===== src/rtl/efle_pkg.sv =====
package efle_pkg;

  localparam int WORD_BITS = 32;
  localparam int FREE_BITS = $clog2(WORD_BITS) + 1;
  localparam int LOW_BITS_W = $clog2(WORD_BITS);
  localparam int REP_BITS = 28;
  localparam int CFG_IDX_BITS = 1;

  localparam int SLOTS = 6;
  localparam int SLOT_BITS = $clog2(SLOTS);

  typedef logic [WORD_BITS-1:0] word_t;
  typedef logic [FREE_BITS-1:0] free_t;
  typedef logic [SLOTS-1:0] slot_mask_t;
  typedef logic [SLOT_BITS-1:0] slot_t;

  localparam slot_t SLOT_LOWER = slot_t'(0);
  localparam slot_t SLOT_UPPER_PART = slot_t'(1);
  localparam slot_t SLOT_ZERO_RUN = slot_t'(2);
  localparam slot_t SLOT_UPPER_FULL = slot_t'(3);
  localparam slot_t SLOT_UPPER_FLUSH = slot_t'(4);
  localparam slot_t SLOT_LOWER_FLUSH = slot_t'(5);

  localparam logic [CFG_IDX_BITS-1:0] REG_LOW_BITS = 1'b0;
  localparam logic [CFG_IDX_BITS-1:0] REG_INVERT_UPPER = 1'b1;

  localparam free_t FREE_FULL = free_t'(WORD_BITS);

endpackage


===== src/rtl/elias_fano_list_encoder.sv =====
// Flow: a request is held in the input register, then its results load a six-slot bank
// and leave it one at a time through the single result port.
// Throughput: one value per cycle while each value gives at most one result and res_stall
// is low; otherwise the next value waits in the input register until the bank has drained.
// Reset (rst, synchronous, active high) clears both streams and the previous high part,
// sets low_bits to 0 and invert_upper to 1; no clearing pass is needed.
module elias_fano_list_encoder (
  input  logic                                    clk,
  input  logic                                    rst,
  input  logic                                    cfg_valid,
  output logic                                    cfg_ready,
  input  logic [efle_pkg::CFG_IDX_BITS-1:0]       cfg_index,
  input  logic [efle_pkg::LOW_BITS_W-1:0]         cfg_data,
  input  logic                                    item_valid,
  output logic                                    item_stall,
  input  logic [efle_pkg::WORD_BITS-1:0]          value,
  input  logic                                    last_value,
  output logic                                    res_valid,
  input  logic                                    res_stall,
  output logic [efle_pkg::WORD_BITS-1:0]          word,
  output logic                                    stream_sel,
  output logic [efle_pkg::REP_BITS-1:0]           repeat_res,
  output logic                                    order_error,
  output logic                                    last_word
);
  import efle_pkg::*;

  logic [LOW_BITS_W-1:0] low_bits;
  logic                  invert_upper;

  logic  hold_valid;
  word_t hold_value;
  logic  hold_last;

  word_t prev_high;
  word_t lower_acc;
  free_t lower_free;
  word_t upper_acc;
  free_t upper_free;
  logic  err_pending;

  slot_mask_t            mask;
  word_t                 slot_word [SLOTS];
  logic [REP_BITS-1:0]   run;
  logic                  err;

  slot_mask_t            mask_next;
  word_t                 slot_word_next [SLOTS];
  logic [REP_BITS-1:0]   run_next;
  word_t                 prev_high_next;
  word_t                 lower_acc_next;
  free_t                 lower_free_next;
  word_t                 upper_acc_next;
  free_t                 upper_free_next;
  logic                  bad_order;

  word_t                 high;
  word_t                 low;
  word_t                 gap;
  logic [WORD_BITS:0]    gap1;
  word_t                 zeros;
  free_t                 w_ext;
  free_t                 rem;
  word_t                 inv_mask;

  slot_t                 sel;
  slot_mask_t            mask_taken;
  logic                  take;
  logic                  bank_free;
  logic                  advance;

  assign cfg_ready = 1'b1;

  always_ff @(posedge clk) begin
    if (rst) begin
      low_bits <= '0;
      invert_upper <= 1'b1;
    end else if (cfg_valid && cfg_ready) begin
      unique case (cfg_index)
        REG_LOW_BITS:     low_bits <= cfg_data;
        REG_INVERT_UPPER: invert_upper <= cfg_data[0];
        default:          ;
      endcase
    end
  end

  // Encode the held value against the stream state.
  always_comb begin
    mask_next = '0;
    for (int i = 0; i < SLOTS; i++) begin
      slot_word_next[i] = '0;
    end
    run_next = REP_BITS'(1);
    inv_mask = {WORD_BITS{invert_upper}};
    w_ext = free_t'(low_bits);
    high = hold_value >> low_bits;
    low = hold_value & ~({WORD_BITS{1'b1}} << low_bits);
    rem = '0;
    zeros = '0;

    bad_order = high < prev_high;
    gap = bad_order ? '0 : (high - prev_high);
    prev_high_next = bad_order ? prev_high : high;
    gap1 = {1'b0, gap} + (WORD_BITS+1)'(1);

    lower_acc_next = lower_acc;
    lower_free_next = lower_free;
    if (low_bits != '0) begin
      if (w_ext < lower_free) begin
        lower_acc_next = (lower_acc << low_bits) | low;
        lower_free_next = lower_free - w_ext;
      end else begin
        rem = w_ext - lower_free;
        mask_next[SLOT_LOWER] = 1'b1;
        slot_word_next[SLOT_LOWER] = (lower_acc << lower_free) | (low >> rem);
        lower_acc_next = low & ~({WORD_BITS{1'b1}} << rem);
        lower_free_next = FREE_FULL - rem;
      end
    end

    if (gap1 <= (WORD_BITS+1)'(upper_free)) begin
      upper_acc_next = (upper_acc << gap1[FREE_BITS-1:0]) | word_t'(1);
      upper_free_next = upper_free - gap1[FREE_BITS-1:0];
    end else begin
      if (upper_free >= FREE_FULL) begin
        zeros = gap;
      end else begin
        mask_next[SLOT_UPPER_PART] = 1'b1;
        slot_word_next[SLOT_UPPER_PART] = (upper_acc << upper_free) ^ inv_mask;
        zeros = gap - word_t'(upper_free);
      end
      run_next = REP_BITS'(zeros[WORD_BITS-1:LOW_BITS_W]);
      if (zeros[WORD_BITS-1:LOW_BITS_W] != '0) begin
        mask_next[SLOT_ZERO_RUN] = 1'b1;
        slot_word_next[SLOT_ZERO_RUN] = inv_mask;
      end
      upper_acc_next = word_t'(1);
      upper_free_next = FREE_FULL - free_t'(1) - free_t'(zeros[LOW_BITS_W-1:0]);
    end

    if (upper_free_next == '0) begin
      mask_next[SLOT_UPPER_FULL] = 1'b1;
      slot_word_next[SLOT_UPPER_FULL] = upper_acc_next ^ inv_mask;
      upper_acc_next = '0;
      upper_free_next = FREE_FULL;
    end

    if (hold_last) begin
      if (upper_free_next < FREE_FULL) begin
        mask_next[SLOT_UPPER_FLUSH] = 1'b1;
        slot_word_next[SLOT_UPPER_FLUSH] = (upper_acc_next << upper_free_next) ^ inv_mask;
      end
      mask_next[SLOT_LOWER_FLUSH] = 1'b1;
      slot_word_next[SLOT_LOWER_FLUSH] = (lower_free_next >= FREE_FULL) ? '0
                                       : (lower_acc_next << lower_free_next);
      prev_high_next = '0;
      lower_acc_next = '0;
      lower_free_next = FREE_FULL;
      upper_acc_next = '0;
      upper_free_next = FREE_FULL;
    end
  end

  // Pick the lowest pending slot.
  always_comb begin
    sel = SLOT_LOWER;
    for (int i = SLOTS - 1; i >= 0; i--) begin
      if (mask[i]) begin
        sel = slot_t'(i);
      end
    end
    mask_taken = mask;
    mask_taken[sel] = 1'b0;
  end

  assign res_valid = |mask;
  assign take = res_valid && !res_stall;
  assign bank_free = (mask == '0) || (take && (mask_taken == '0));
  assign advance = hold_valid && bank_free;
  assign item_stall = hold_valid && !advance;

  assign word = slot_word[sel];
  assign stream_sel = !((sel == SLOT_LOWER) || (sel == SLOT_LOWER_FLUSH));
  assign repeat_res = (sel == SLOT_ZERO_RUN) ? run : REP_BITS'(1);
  assign order_error = err;
  assign last_word = (sel == SLOT_LOWER_FLUSH);

  always_ff @(posedge clk) begin
    if (rst) begin
      hold_valid <= 1'b0;
    end else if (item_valid && !item_stall) begin
      hold_valid <= 1'b1;
    end else if (advance) begin
      hold_valid <= 1'b0;
    end
  end

  always_ff @(posedge clk) begin
    if (item_valid && !item_stall) begin
      hold_value <= value;
      hold_last <= last_value;
    end
  end

  always_ff @(posedge clk) begin
    if (rst) begin
      mask <= '0;
      err <= 1'b0;
      err_pending <= 1'b0;
      prev_high <= '0;
      lower_acc <= '0;
      lower_free <= FREE_FULL;
      upper_acc <= '0;
      upper_free <= FREE_FULL;
    end else if (advance) begin
      mask <= mask_next;
      err <= (mask_next != '0) && (err_pending || bad_order);
      err_pending <= (mask_next == '0) && (err_pending || bad_order);
      prev_high <= prev_high_next;
      lower_acc <= lower_acc_next;
      lower_free <= lower_free_next;
      upper_acc <= upper_acc_next;
      upper_free <= upper_free_next;
    end else if (take) begin
      mask <= mask_taken;
      err <= 1'b0;
    end
  end

  always_ff @(posedge clk) begin
    if (advance) begin
      for (int i = 0; i < SLOTS; i++) begin
        slot_word[i] <= slot_word_next[i];
      end
      run <= run_next;
    end
  end

endmodule


===== config.mk =====
export PLATFORM = sky130hd
export DESIGN_NAME = elias_fano_list_encoder
export DESIGN_NICKNAME = d
export VERILOG_FILES = /design/src/rtl/efle_pkg.sv /design/src/rtl/elias_fano_list_encoder.sv
export SDC_FILE = /design/constraint.sdc
export NUM_CORES = 2
export LEC_CHECK = 0
export BUFFER_PORTS_ARGS = -buffer_cell sky130_fd_sc_hd__buf_4
export CAP_MARGIN = 20
export CORE_UTILIZATION = 30
export CTS_BUF_LIST = sky130_fd_sc_hd__clkbuf_4
export DETAILED_ROUTE_END_ITERATION = 12
export PLACE_DENSITY = 0.42
export SYNTH_ARGS = -nofsm -noshare
export SYNTH_HDL_FRONTEND = slang
export SYNTH_SLANG_ARGS = --single-unit

===== constraint.sdc =====
create_clock -name clk -period 13.3 [get_ports clk]
set_input_delay 3.325 -clock clk [delete_from_list [all_inputs] [get_ports clk]]
set_output_delay 3.325 -clock clk [all_outputs]
set_load 0.01 [all_outputs]

* After elaboration in Yosys (flattened, before gate mapping) *
Memories as Yosys holds them, arrays and structs flattened.
Cells that the tools add are included.
W data, S select, Z words.

word-level totals
  bits in registers = 184
  memories kept = 1
  RAM bits = 192
  input bits = 44

memory list
  memory     depth  bits a word  rd ports  clocked after memory_dff  wr ports  line                           source
  slot_word  6      32           1         0                         6         elias_fano_list_encoder.sv:43  word_t slot_word [SLOTS];

cells by class
  $add $sub $neg = 8
  eq/ne operators = 3
  multiplexer cells = 51
  bitwise logic cells = 12
  reductions and logical operators = 29
  magnitude comparators = 8
  shifts and indexed selects = 10

operators by type and width
  operator                 count
  $mux W32                 18
  $shl A32 B6 Y32          5
  $mux W64                 2
  $xor A32 B32 Y32         3
  $and A32 B32 Y32         2
  $not A32 Y32             2
  $or A32 B32 Y32          2
  $mux W6                  8
  $add A32 B1 Y33 const B  1
  $le A33 B6 Y1            1
  $lt A32 B32 Y1           1
  $shl A32 B5 Y32          1
  $shl A32 B5 Y32 const A  1
  $shl A32 B6 Y32 const A  1
  $shr A32 B5 Y32          1
  $shr A32 B6 Y32          1
  $sub A32 B32 Y32         1
  $sub A32 B6 Y32          1
  $mux W28                 1
  $reduce_bool A27 Y1      1
  $logic_not A6 Y1         4
  $mux W3                  6
  $mux W1                  13
  $ge A6 B6 Y1 const B     2
  26 further kinds         42

* Longest topological paths before layout *
  word-level depth = 21
  gate-level depth with buffers = 50
  depth with buffers taken out = 40

* Worst setup path after synthesis *
No wires, ideal clock.

  path kind = reg2reg
  start point = register low_bits[0]
  end point = memory slot_word[4][24] (netlist name) (data pin)
  library setup time = 0.263 ns
  path slack = 2.919 ns
  arrival time = 10.118 ns
  required time = 13.037 ns
  cell stages (with the launch flop) = 50
  cells stage by stage = dfxtp_1 > clkbuf_1 > clkbuf_1 > clkbuf_1 > buf_1 > buf_1 > mux2i_1 > nor2_1 > a21oi_1 > o21a_1 > nand2_1 > o21ai_0 > nor2_1 > nor2_1 > ha_1 > fa_1 > nand3b_1 > a21oi_1 > [... 14 more ...] > ha_1 > o21a_1 > o21ai_0 > nand2b_1 > a21oi_1 > nor2b_1 > o22ai_1 > o21ai_0 > a2111oi_1 > nand4_1 > or3_1 > buf_6 > buf_6 > o31a_1 > and2_1 > nand2_1 > buf_2 > mux2i_1

RTL lines
  element                 line                           source
  start, declared         elias_fano_list_encoder.sv:28  logic [LOW_BITS_W-1:0] low_bits;
  start signal, assigned  elias_fano_list_encoder.sv:80  REG_LOW_BITS: low_bits <= cfg_data;
  end, declared           elias_fano_list_encoder.sv:43

==> impl_metrics.csv <==
group,metric,value,unit
cells_and_area,layout_commonest_cell,"nor2_1",
yosys,synth_edf_count,221,
grt,grt_pass1_vias,32300,
yosys,ys_ff_latch,344,
yosys,synth_top_family_by_area,"compound AO/OA/AOI/OAI gates",
sta,period_share,84.6,%
cells_and_area,layout_common_cells,"nor2_1 (644), nand2_1 (509), a21oi_1 (332)",
clock_network,cts_tree,"yes",
detailed_routing,drtIter0Drc,4166,
power_and_ir_drop,p_leak,13.4,nW
cells_and_area,finalNetCount,4306,
flow_run,drv_cap,0,
clock_network,path_clk_slew,0.06,ns
detailed_routing,vias_per_cell,5.94,
power_and_ir_drop,vdd_drop_max,80.9,µV
clock_network,cts_buffers,106,
clock_network,cts_setup_buffers,0,
yosys,synth_ff_type,"edfxtp_1",
critical_path,endpoint_kind,"register",
cells_and_area,syn_to_final_growth,10.3,%
placement,io_buffers,107,
clock_network,clk_latency,1.09,ns
placement,dp_cells,5582,
die,die_y,338,µm
sta,finalMaxSlewViolations,0,
yosys,synthCells,4230,
yosys,muxShareOfSynthArea,17.5,%
yosys,syn-num-nets,4345,
die,start_util,30.2,%
sta,finalClockSkew,0.207,ns
clock_network,htreeDepth,3,
yosys,yosys_warnings,0,
die,die_x,338,µm
clock_network,cts.path.max_buffers,3,
yosys,syn_avg_cell_area,8.02,µm²
detailed_routing,drc_errors,0,
grt,grt_overflow,0,
yosys,synth_compound_area_share,23.0,%
detailed_routing,firstDrtPassIters,6,
sta,setup_tns,0,ns
critical_path,crit_slowest_cell,"dfxtp_4",
detailed_routing,post_drt_wl_per_cell,27.4,µm
sta,hold_violations,0,
yosys,synth_cell_types,117,
sta,finalCriticalPeriod,11.26,ns
clock_network,cts_root_buffer,"clkbuf_4",
grt,grt_pass1_wl,230000,µm
yosys,syn_area,33900,µm²
power_and_ir_drop,power.total,5.13,mW
sta,worst_slew_pin_slew,1.15,ns
critical_path,path_max_fanout,84,
yosys,synthSimpleGateAreaFrac,21.0,%
grt,grt_max_degree,87,
outcome,run_status,"completed",
critical_path,critical_path_class,"reg -> reg",
yosys,ys_seq_area_share,26.8,%
detailed_routing,vias,34300,
yosys,ys_async_sr_fraction,0,%
die,rows,123,
die,ios,110,
die,fp.dieArea,114000,µm²
grt,antenna_found_initial,6,
power_and_ir_drop,p_per_area,137,nW/µm²
critical_path,slowest_delay,1.06,ns
cells_and_area,fill_cells,12100,
sta,rsz0062_at_grt,"false",
die,core_area,112000,µm²
sta,slew_headroom,23.3,%
detailed_routing,antenna_left,0,
critical_path,cp_common_cell,"a21oi_1",
cells_and_area,drive_above_1_share,15.5,%
sta,finalSetupViolations,0,
critical_path,worst_setup_path_start_kind,"register",
clock_network,cts.sinks,344,
critical_path,critPathRequiredTime,13.98,ns
sta,fmax,88.8,MHz
critical_path,worstPathArrival,11.94,ns
hold_path,hold_path.class,"reg -> reg",
clock_network,ctsHoldBuffers,0,
placement,dp_hpwl,119000,µm
detailed_routing,wirelength,158000,µm
placement,gp_congestion,0.946,
grt,grt_usage,26.7,%
yosys,synth-xor-area-share,3.65,%
clock_network,cts_resized,0,
cells_and_area,fin_cells,5778,
yosys,synth_fa_ha_area_share,2.73,%
-- final cells by class --
| type | instances | area (µm²) | share of cell area, % |
|---|---|---|---|
| timing repair buffer | 201 | 1540 | 4.12 |
| antenna | 5 | 12.5 | 0.0334 |
| tap | 1500 | 1880 | 5.01 |
| multi-input combinational | 3443 | 23200 | 62.0 |
| sequential | 344 | 9120 | 24.3 |
| clock buffer | 151 | 1130 | 3.03 |
| inverter | 95 | 364 | 0.972 |
| clock inverter | 39 | 196 | 0.525 |
-- synthesized netlist by cell type, types with 39 or more instances --
cell / number / area, µm²
edfxtp_1: 221 / 6640
a21oi_1: 332 / 1660
mux2_2: 51 / 574
o22ai_1: 52 / 325
nor2_1: 650 / 2440
ha_1: 66 / 826
inv_1: 83 / 312
a22oi_1: 99 / 743
dfxtp_1: 123 / 2460
buf_1: 52 / 195
mux4_2: 127 / 2860
a31oi_1: 60 / 375
xnor2_1: 116 / 1020
mux2i_1: 241 / 2410
nand3_1: 91 / 455
o211ai_1: 39 / 293
a211oi_1: 64 / 480
clkbuf_1: 254 / 953
o21ai_0: 237 / 1190
nor3_1: 85 / 425
and3_1: 62 / 388
nand2_1: 510 / 1910
-- power by group --
part	total (mW)	switching, mW	internal [mW]
combinational	2.78	1.91	0.864
clock	1.08	0.553	0.527
sequential	1.27	0.0525	1.22
-- final timing paths --
path	from	end	slack (ns)	depth (start not counted)
min reg2reg	prev_high[27]	prev_high[27]	0.49	2
min	prev_high[27]	prev_high[27]	0.49	2
max reg2reg	low_bits[1]	slot_word[4][31]	2.04	36
max	low_bits[1]	slot_word[4][31]	2.04	36
-- critical path: cells and delay by family, from the launching register on --
kind | cells | cell delay, ns
mux | 3 | 1.04
compound gates | 15 | 3.88
simple gates | 13 | 3.20
flops | 1 | 1.06
fa+ha+maj | 3 | 1.33
buf+inv | 2 | 0.37
-- per-layer routing --
layer / global-route usage (%) / routed length [µm]
met1: 38.3 / 72000
met2: 40.7 / 69800
met4: 8.65 / 4860
met5: 0 / 63
met3: 4.10 / 11600
-- state kept, by name (all words and copies together) (netlist names), 27 cells and up --
| name | cells |
|---|---|
| run | 27 |
| upper_acc | 32 |
| hold_value | 32 |
| prev_high | 32 |
| slot_word | 161 |
| lower_acc | 32 |
-- metrics by stage --
stage	hold slack [ns]	worst slack [ns]	cell area, µm²	util (%)
finish	0.488	2.04	37400	33.3
global route	0.508	1.25	37400	33.3
CTS	0.488	2.16	37400	33.3
detailed placement	0.477	2.11	36100	32.1
global placement	0.470	2.32	36000	32.1
floorplan	0.454	2.92	33900	-
-- kinds of logic (layout without fill, tap and decap cells) --
group           after synthesis  in the layout
simple gates               1607           1607
compound gates             1200           1200
buf+inv                     443            486
mux                         425            425
flops                       344            344
xor+xnor                    138            138
fa+ha+maj                    71             71
other cells                   2              7
(Power assumes the default switching activity.)
